==> config.mk <==
export PLATFORM = sky130hd
export DESIGN_NAME = button_debounce_long_press_core
export DESIGN_NICKNAME = d
export VERILOG_FILES = /design/src/sv/bdlp_pkg.sv /design/src/sv/bdlp_lane.sv /design/src/sv/bdlp_merge.sv /design/src/sv/button_debounce_long_press_core.sv
export SDC_FILE = /design/constraint.sdc
export NUM_CORES = 1
export LEC_CHECK = 0
export ABC_AREA = 1
export BUFFER_PORTS_ARGS = -buffer_cell sky130_fd_sc_hd__buf_4
export CORE_UTILIZATION = 50
export CTS_CLUSTER_SIZE = 25
export DETAILED_ROUTE_END_ITERATION = 8
export PLACE_DENSITY = 0.72
export SLEW_MARGIN = 20
export SYNTH_ARGS = -nofsm -noshare
export SYNTH_HDL_FRONTEND = slang
export SYNTH_HIERARCHICAL = 1
export SYNTH_SLANG_ARGS = --single-unit
==> constraint.sdc <==
create_clock -name clock -period 6.7 [get_ports clock]
set_input_delay 1.34 -clock clock [delete_from_list [all_inputs] [get_ports clock]]
set_output_delay 1.34 -clock clock [all_outputs]
set_load 0.005 [all_outputs]
==> src/sv/bdlp_pkg.sv <==
// Shared types and constants for the button debounce / long-press block.
// Used by bdlp_lane, bdlp_merge and button_debounce_long_press_core.
package bdlp_pkg;

   localparam int NUM_BUTTONS_DEFAULT = 3;
   localparam int HOLD_W              = 16;
   localparam int HIST_W              = 3;
   localparam int CSR_IDX_W           = 2;
   localparam int CSR_DATA_W          = 16;
   localparam int NUM_FLAGS           = 4;

   localparam logic [HOLD_W-1:0] HOLD_MAX          = {HOLD_W{1'b1}};
   localparam logic [HOLD_W-1:0] SHORT_HOLD_RESET  = 16'd100;
   localparam logic [HOLD_W-1:0] LONG_HOLD_RESET   = 16'd300;
   localparam logic [HIST_W-1:0] HIST_ALL_LOW      = '0;
   localparam logic [HIST_W-1:0] HIST_ALL_HIGH     = '1;
   // history resets to the released level under the reset pressed level (low)
   localparam logic [HIST_W-1:0] HIST_RESET        = HIST_ALL_HIGH;

   localparam logic [CSR_IDX_W-1:0] CSR_PRESSED_LEVEL = 2'd0;
   localparam logic [CSR_IDX_W-1:0] CSR_SHORT_HOLD    = 2'd1;
   localparam logic [CSR_IDX_W-1:0] CSR_LONG_HOLD     = 2'd2;

   typedef enum logic [5:0] {
      ST_INIT         = 6'b000001,
      ST_STABLE       = 6'b000010,
      ST_PRESSED      = 6'b000100,
      ST_BOUNCE_REL   = 6'b001000,
      ST_BOUNCE_PRESS = 6'b010000,
      ST_RELEASED     = 6'b100000
   } state_type;

   typedef struct packed {
      logic pressed;
      logic short_hold;
      logic long_hold;
      logic released;
   } flags_type;

   typedef struct packed {
      logic              pressed_level;
      logic [HOLD_W-1:0] short_hold_ticks;
      logic [HOLD_W-1:0] long_hold_ticks;
   } cfg_type;

endpackage

==> src/sv/bdlp_lane.sv <==
// One button lane: sample history, debounce state machine and hold counter.
// Depends on bdlp_pkg.
module bdlp_lane (
   input  logic                clock,
   input  logic                reset,
   input  logic                accept,
   input  logic                pin_level,
   input  bdlp_pkg::cfg_type   cfg,
   output bdlp_pkg::flags_type flags_next
);
   import bdlp_pkg::*;

   logic [HIST_W-1:0] history_ff, history_in;
   state_type         state_ff, state_in;
   logic              settled_ff, settled_in;
   logic [HOLD_W-1:0] count_ff, count_in, count_adv;
   flags_type         flags_ff, flags_in;
   logic              agree;

   always_comb begin
      history_in = {history_ff[HIST_W-2:0], pin_level};
      agree      = (history_in == HIST_ALL_LOW) || (history_in == HIST_ALL_HIGH);
      count_adv  = (agree && (count_ff != HOLD_MAX)) ? count_ff + HOLD_W'(1) : count_ff;
      state_in   = state_ff;
      settled_in = settled_ff;
      count_in   = count_ff;
      flags_in   = flags_ff;
      unique case (state_ff)
         ST_INIT, ST_BOUNCE_REL: begin
            if (agree) begin
               settled_in = history_in[0];
               state_in   = ST_STABLE;
            end
         end
         ST_STABLE: begin
            if (settled_ff == cfg.pressed_level) state_in = ST_PRESSED;
            if (!agree) state_in = ST_BOUNCE_REL;
         end
         ST_PRESSED: begin
            flags_in.pressed  = 1'b1;
            flags_in.released = 1'b0;
            count_in          = count_adv;
            if (count_adv >= cfg.short_hold_ticks) flags_in.short_hold = 1'b1;
            if (count_adv >= cfg.long_hold_ticks) flags_in.long_hold = 1'b1;
            if (!agree) begin
               state_in = ST_BOUNCE_PRESS;
               count_in = '0;
            end
         end
         ST_BOUNCE_PRESS: begin
            if (agree) begin
               settled_in = history_in[0];
               state_in   = ST_RELEASED;
            end
         end
         ST_RELEASED: begin
            flags_in = '{pressed: 1'b0, short_hold: 1'b0, long_hold: 1'b0, released: 1'b1};
            if (!agree) state_in = ST_BOUNCE_REL;
         end
         default: begin
         end
      endcase
   end

   assign flags_next = flags_in;

   always_ff @(posedge clock) begin
      if (reset) begin
         history_ff <= HIST_RESET;
         state_ff   <= ST_INIT;
         settled_ff <= 1'b0;
         count_ff   <= '0;
         flags_ff   <= '0;
      end else if (accept) begin
         history_ff <= history_in;
         state_ff   <= state_in;
         settled_ff <= settled_in;
         count_ff   <= count_in;
         flags_ff   <= flags_in;
      end
   end

   a_count_only_pressed: assert property (@(posedge clock) disable iff (reset)
      (count_ff != '0) |-> (state_ff == ST_PRESSED))
      else $error("hold count nonzero outside pressed state");

   a_flags_exclusive: assert property (@(posedge clock) disable iff (reset)
      !(flags_ff.pressed && flags_ff.released))
      else $error("pressed and released flags both set");

   a_release_clears_hold: assert property (@(posedge clock) disable iff (reset)
      (accept && (state_ff == ST_RELEASED)) |=> (!flags_ff.short_hold && !flags_ff.long_hold))
      else $error("hold flags survived released state");

endmodule

==> src/sv/bdlp_merge.sv <==
// Merge stage: gathers lane flags into result vectors and buffers them
// in an output register plus skid register. Depends on bdlp_pkg.
module bdlp_merge #(
   parameter int NUM_BUTTONS = bdlp_pkg::NUM_BUTTONS_DEFAULT
) (
   input  logic                   clock,
   input  logic                   reset,
   input  logic                   in_valid,
   output logic                   in_stall,
   input  bdlp_pkg::flags_type    lane_flags [NUM_BUTTONS],
   output logic                   out_valid,
   input  logic                   out_stall,
   output logic [NUM_BUTTONS-1:0] out_pressed,
   output logic [NUM_BUTTONS-1:0] out_short_hold,
   output logic [NUM_BUTTONS-1:0] out_long_hold,
   output logic [NUM_BUTTONS-1:0] out_released
);
   import bdlp_pkg::*;

   localparam int BEAT_W = NUM_FLAGS * NUM_BUTTONS;

   logic [NUM_BUTTONS-1:0] pf, sf, lf, rf;
   logic [BEAT_W-1:0]      beat_in;
   logic [BEAT_W-1:0]      main_ff, main_in, skid_ff, skid_in;
   logic                   main_valid_ff, main_valid_in, skid_valid_ff, skid_valid_in;
   logic                   accept, take;

   always_comb begin
      for (int i = 0; i < NUM_BUTTONS; i++) begin
         pf[i] = lane_flags[i].pressed;
         sf[i] = lane_flags[i].short_hold;
         lf[i] = lane_flags[i].long_hold;
         rf[i] = lane_flags[i].released;
      end
   end

   assign beat_in  = {pf, sf, lf, rf};
   assign in_stall = skid_valid_ff;
   assign accept   = in_valid && !skid_valid_ff;
   assign take     = main_valid_ff && !out_stall;

   always_comb begin
      main_in       = main_ff;
      skid_in       = skid_ff;
      main_valid_in = main_valid_ff;
      skid_valid_in = skid_valid_ff;
      priority if (skid_valid_ff) begin
         if (take) begin
            main_in       = skid_ff;
            skid_valid_in = 1'b0;
         end
      end else if (accept) begin
         if (!main_valid_ff || take) begin
            main_in       = beat_in;
            main_valid_in = 1'b1;
         end else begin
            skid_in       = beat_in;
            skid_valid_in = 1'b1;
         end
      end else if (take) begin
         main_valid_in = 1'b0;
      end
   end

   always_ff @(posedge clock) begin
      if (reset) begin
         main_valid_ff <= 1'b0;
         skid_valid_ff <= 1'b0;
      end else begin
         main_valid_ff <= main_valid_in;
         skid_valid_ff <= skid_valid_in;
      end
      main_ff <= main_in;
      skid_ff <= skid_in;
   end

   assign out_valid      = main_valid_ff;
   assign out_pressed    = main_ff[4*NUM_BUTTONS-1:3*NUM_BUTTONS];
   assign out_short_hold = main_ff[3*NUM_BUTTONS-1:2*NUM_BUTTONS];
   assign out_long_hold  = main_ff[2*NUM_BUTTONS-1:NUM_BUTTONS];
   assign out_released   = main_ff[NUM_BUTTONS-1:0];

   a_skid_needs_main: assert property (@(posedge clock) disable iff (reset)
      skid_valid_ff |-> main_valid_ff)
      else $error("skid beat held with empty output register");

   a_skid_fill_cause: assert property (@(posedge clock) disable iff (reset)
      $rose(skid_valid_ff) |-> $past(main_valid_ff && out_stall && in_valid))
      else $error("skid filled without a stalled output beat");

   a_skid_drains: assert property (@(posedge clock) disable iff (reset)
      (skid_valid_ff && !out_stall) |=> !skid_valid_ff)
      else $error("skid beat not moved on output take");

endmodule

==> src/sv/button_debounce_long_press_core.sv <==
// Top level of the button debouncer with long-press detection.
// Depends on bdlp_pkg, bdlp_lane and bdlp_merge.
//
//   Channel  Direction  Handshake          Payload
//   req      in         req_valid/stall    req_pin_levels
//   rsp      out        rsp_valid/stall    rsp_pressed/short_hold/long_hold/released_flags
//   csr      in         csr_we             csr_index, csr_wdata
//
// One beat per cycle in unless req_stall is high; the merge stage registers each result.
// All lanes update in the cycle the beat is taken; the merge stage holds
// two result beats, so req_stall rises only when both are full.
// Synchronous active-high reset clears lane state and config to defaults.
module button_debounce_long_press_core #(
   parameter int NUM_BUTTONS = bdlp_pkg::NUM_BUTTONS_DEFAULT
) (
   input  logic                             clock,
   input  logic                             reset,
   input  logic                             req_valid,
   output logic                             req_stall,
   input  logic [NUM_BUTTONS-1:0]           req_pin_levels,
   output logic                             rsp_valid,
   input  logic                             rsp_stall,
   output logic [NUM_BUTTONS-1:0]           rsp_pressed_flags,
   output logic [NUM_BUTTONS-1:0]           rsp_short_hold_flags,
   output logic [NUM_BUTTONS-1:0]           rsp_long_hold_flags,
   output logic [NUM_BUTTONS-1:0]           rsp_released_flags,
   input  logic                             csr_we,
   input  logic [bdlp_pkg::CSR_IDX_W-1:0]   csr_index,
   input  logic [bdlp_pkg::CSR_DATA_W-1:0]  csr_wdata
);
   import bdlp_pkg::*;

   cfg_type   cfg_ff, cfg_in;
   flags_type lane_flags [NUM_BUTTONS];
   logic      accept;

   assign accept = req_valid && !req_stall;

   always_comb begin
      cfg_in = cfg_ff;
      if (csr_we) begin
         unique case (csr_index)
            CSR_PRESSED_LEVEL: cfg_in.pressed_level    = csr_wdata[0];
            CSR_SHORT_HOLD:    cfg_in.short_hold_ticks = csr_wdata[HOLD_W-1:0];
            CSR_LONG_HOLD:     cfg_in.long_hold_ticks  = csr_wdata[HOLD_W-1:0];
            default: begin
            end
         endcase
      end
   end

   always_ff @(posedge clock) begin
      if (reset) begin
         cfg_ff.pressed_level    <= 1'b0;
         cfg_ff.short_hold_ticks <= SHORT_HOLD_RESET;
         cfg_ff.long_hold_ticks  <= LONG_HOLD_RESET;
      end else begin
         cfg_ff <= cfg_in;
      end
   end

   for (genvar g = 0; g < NUM_BUTTONS; g++) begin : g_lane
      bdlp_lane u_lane (
         .clock      (clock),
         .reset      (reset),
         .accept     (accept),
         .pin_level  (req_pin_levels[g]),
         .cfg        (cfg_ff),
         .flags_next (lane_flags[g])
      );
   end

   bdlp_merge #(
      .NUM_BUTTONS (NUM_BUTTONS)
   ) u_merge (
      .clock          (clock),
      .reset          (reset),
      .in_valid       (req_valid),
      .in_stall       (req_stall),
      .lane_flags     (lane_flags),
      .out_valid      (rsp_valid),
      .out_stall      (rsp_stall),
      .out_pressed    (rsp_pressed_flags),
      .out_short_hold (rsp_short_hold_flags),
      .out_long_hold  (rsp_long_hold_flags),
      .out_released   (rsp_released_flags)
   );

endmodule

==> flow_summary.ini <==
[sta]
worst_pin_slew_ps = 1001
max_clock_freq_ghz = 0.2788
slew_headroom = 0.3322
setup_viol_count_final = 0
fin_crit_sh = 0.5353
clock_skew_ps = 6.099
hold_viol_final = 0
setup-tns-final_ps = 0
slew_viol_final = 0
rsz0062_at_grt = false
fin_crit_ps = 3586

[setup_path]
end_kind = register
arrival_ps = 3780
path_class = input pin to register
setup.worst_path.start_class = input pin
path_cells = buf_4, nor2_1, nand2_1, nand2_2, nand2_2, inv_2, o21ai_0, nand2_1, inv_1, ha_1, nand2_1, nor2_1, and2_1, nor2_1, nand3_1, nand2_1, nand2_1, nand2_1, nand2_1, nand2_1, nand2_1
path_max_fanout = 22
cpMostUsedCell = nand2_1
crit_slowest_cell = inv_2
cp.required_ps = 6890
slowest_delay_ps = 320

[yosys]
ys_seq_area_frac = 0.2925
syn_inst = 1664
yosysWarnings = 6
synth-seq-cells = 146
syn-num-nets = 1789
netlist_area_mm2 = 0.01081
synth.distinct_cells = 44
syn_area_per_cell_um2 = 6.499

[global_route]
grt-busiest-layer = met2
grt_overflow_total = 0
use_met3 = 0.04343
first_global_vias = 9018
use_met1 = 0.3273
grt_max_degree = 66
antenna_found_initial = 0
use_met2 = 0.3921
grt_pass1_wl_um = 43090
grt_usage = 0.2449

[clocking]
post_cts_resize_count = 0
hold_buffers = 0
cts_buffers = 17
clkLatencyLatePin_ps = 430
htreeDepth = 4
clk_pin_slew_worst_paths_ps = 70
post_cts_buffers = 0
cts_root_buffer = clkbuf_16
clockBufferDepth = 2
cts.sinks = 146
cts_tree = built

[drt]
vias = 10130
post_drt_wl_per_cell_um = 13.29
antenna_left = 0
wl_um = 26250
viasPerCell = 5.127
drt_iter0_markers = 779
drcViolationCount = 0
drt_pre_antenna_iters = 5

[final_layout]
drive_above_1_share = 0.08941
synthToLayoutAreaGrowth_pct = 9.464
diodes = 0
layoutNonFillerInstCount = 1975
num-nets-final = 1812

[placement]
hpwl_um = 19130
gp_congestion = 0.9151
dp_cells = 1943
io_buffers = 39

[floorplan]
core_area_mm2 = 0.02109
ios = 40
num_rows = 53
die_w_um = 149.1
initial_core_util = 0.5128
die_area_mm2 = 0.02222
die_h_um = 149.1

[power_and_ir_drop]
ir_worst_vdd_mv = 0.1504
seq_power_share = 0.383
comb_power_share = 0.228
p_sw_frac = 0.3378
powerDensity_mw_per_mm2 = 219.3
intPower_mw = 1.719
p_sw_mw = 0.8770
p_leak_nw = 5.946
pwr-share-clk = 0.389

[min_path]
hp-class = register to register

[status]
run_status = completed

[run]
drv_cap = 0
[Yosys cell counts, drive strengths merged]
master | count | share of area
o21a | 3 | 0.0021
dfxtp | 122 | 0.23
o21ai | 33 | 0.017
nand4 | 37 | 0.023
xor2 | 21 | 0.018
buf | 21 | 0.016
nor4 | 3 | 0.0017
xnor2 | 3 | 0.0024
and2 | 13 | 0.0075
a21oi | 98 | 0.046
inv | 292 | 0.10
o21bai | 11 | 0.0076
or2 | 6 | 0.0035
clkbuf | 16 | 0.0065
nand2 | 534 | 0.19
nor3 | 21 | 0.012
nor3b | 3 | 0.0021
ha | 99 | 0.11
a21boi | 7 | 0.0049
nor2 | 191 | 0.072
nand3 | 106 | 0.054
edfxtp | 24 | 0.067
[power by group through the flow]
stage	registers [mW]	logic, mW	clock network, mW
final	0.995	0.591	1.01
after global routing	1.00	0.681	1.06
after CTS	0.994	0.588	1.03
after detailed placement	1.01	0.583	0
after global placement	1.01	0.564	0
after floorplan	0.993	0.460	0
[layout make-up]
type,instances,area [um^2]
sequential,146,3163
tap,275,344.1
clock inverter,15,186.4
clock buffer,17,425.4
multi-input combinational,1189,6305
timing repair buffer,41,307.8
inverter,292,1106
fill,2070,9250
[cell usage in the layout (no fill, tap or decap), types with 8 or more instances in the layout]
master / n
inv_1: 281
xor2_1: 20
inv_2: 8
ha_1: 99
nand4_1: 35
nor3_1: 17
nand3_1: 97
dfxtp_1: 122
edfxtp_1: 24
o21ai_0: 27
clkbuf_16: 17
nand2_1: 505
nand3_2: 8
buf_4: 41
nor2_1: 181
o21bai_1: 11
nand2_2: 24
a21oi_1: 94
and2_1: 13
[per-stage QoR]
step           total power, mW  instance area [um^2]  worst slack [ps]    util  hold slack (ps)
2_1_floorplan            1.453                 10810              3412       -            445.4
3_3_place_gp             1.576                 11220              2706  0.5322            451.8
3_5_place_dp             1.597                 11230              2667  0.5323            462.4
4_1_cts                  2.610                 11840              3126  0.5614            471.8
5_1_grt                  2.743                 11840              2882  0.5614            500.5
6_report                 2.596                 11840              3114  0.5614            466.1
[critical path: cells and delay by family]
kind,cells,cell delay (ps)
AOI/OAI and AO/OA,1,190
and+or+nand+nor,16,1470
adders and majority gates,1,260
buffers and inverters,3,490
[state kept, by name (all words and copies together) (netlist names)]
name and count:
cfg_ff 33, u_merge/out_valid 1, u_merge/skid_ff 12, g_lane.u_lane/history_ff 6, u_merge/main_ff 12, g_lane.u_lane/count_ff 48
u_merge/in_stall 1, g_lane.u_lane/state_ff 18, g_lane.u_lane/settled_ff 3, g_lane.u_lane/flags_ff 12
[worst paths after layout]
path                                                   from  slack (ps)  cells past startpoint                                         to
setup reg to reg  g_lane[2].u_lane/count_ff[0]$_SDFFE_PP0P_        3360                     19               u_merge/main_ff[5]$_DFFE_PP_
hold reg to reg   g_lane[1].u_lane/flags_ff[0]$_SDFFE_PP0P_         470                      2  g_lane[1].u_lane/flags_ff[0]$_SDFFE_PP0P_
setup / recovery                          req_pin_levels[2]        3110                     21               u_merge/main_ff[8]$_DFFE_PP_
hold / removal    g_lane[1].u_lane/flags_ff[0]$_SDFFE_PP0P_         470                      2  g_lane[1].u_lane/flags_ff[0]$_SDFFE_PP0P_
[logic make-up (layout without fill, tap and decap cells)]
| group | count (synthesis) | after routing | synth area share |
|---|---|---|---|
| buffers and inverters | 329 | 365 | 0.1251 |
| AO/OA/AOI/OAI | 152 | 152 | 0.07833 |
| AND/OR/NAND/NOR | 914 | 914 | 0.3694 |
| flip-flops | 146 | 146 | 0.2925 |
| XOR/XNOR | 24 | 24 | 0.02013 |
| adder cells (fa/ha/maj) | 99 | 99 | 0.1145 |
[per-layer routing]
| metal | vias up | part of all wire |
|---|---|---|
| li1 | 5263 | - |
| met2 | 245 | 0.45 |
| met4 | 0 | 0.027 |
| met3 | 48 | 0.052 |
| met5 | - | 0 |
| met1 | 4569 | 0.47 |
(Power assumes the default switching activity.)
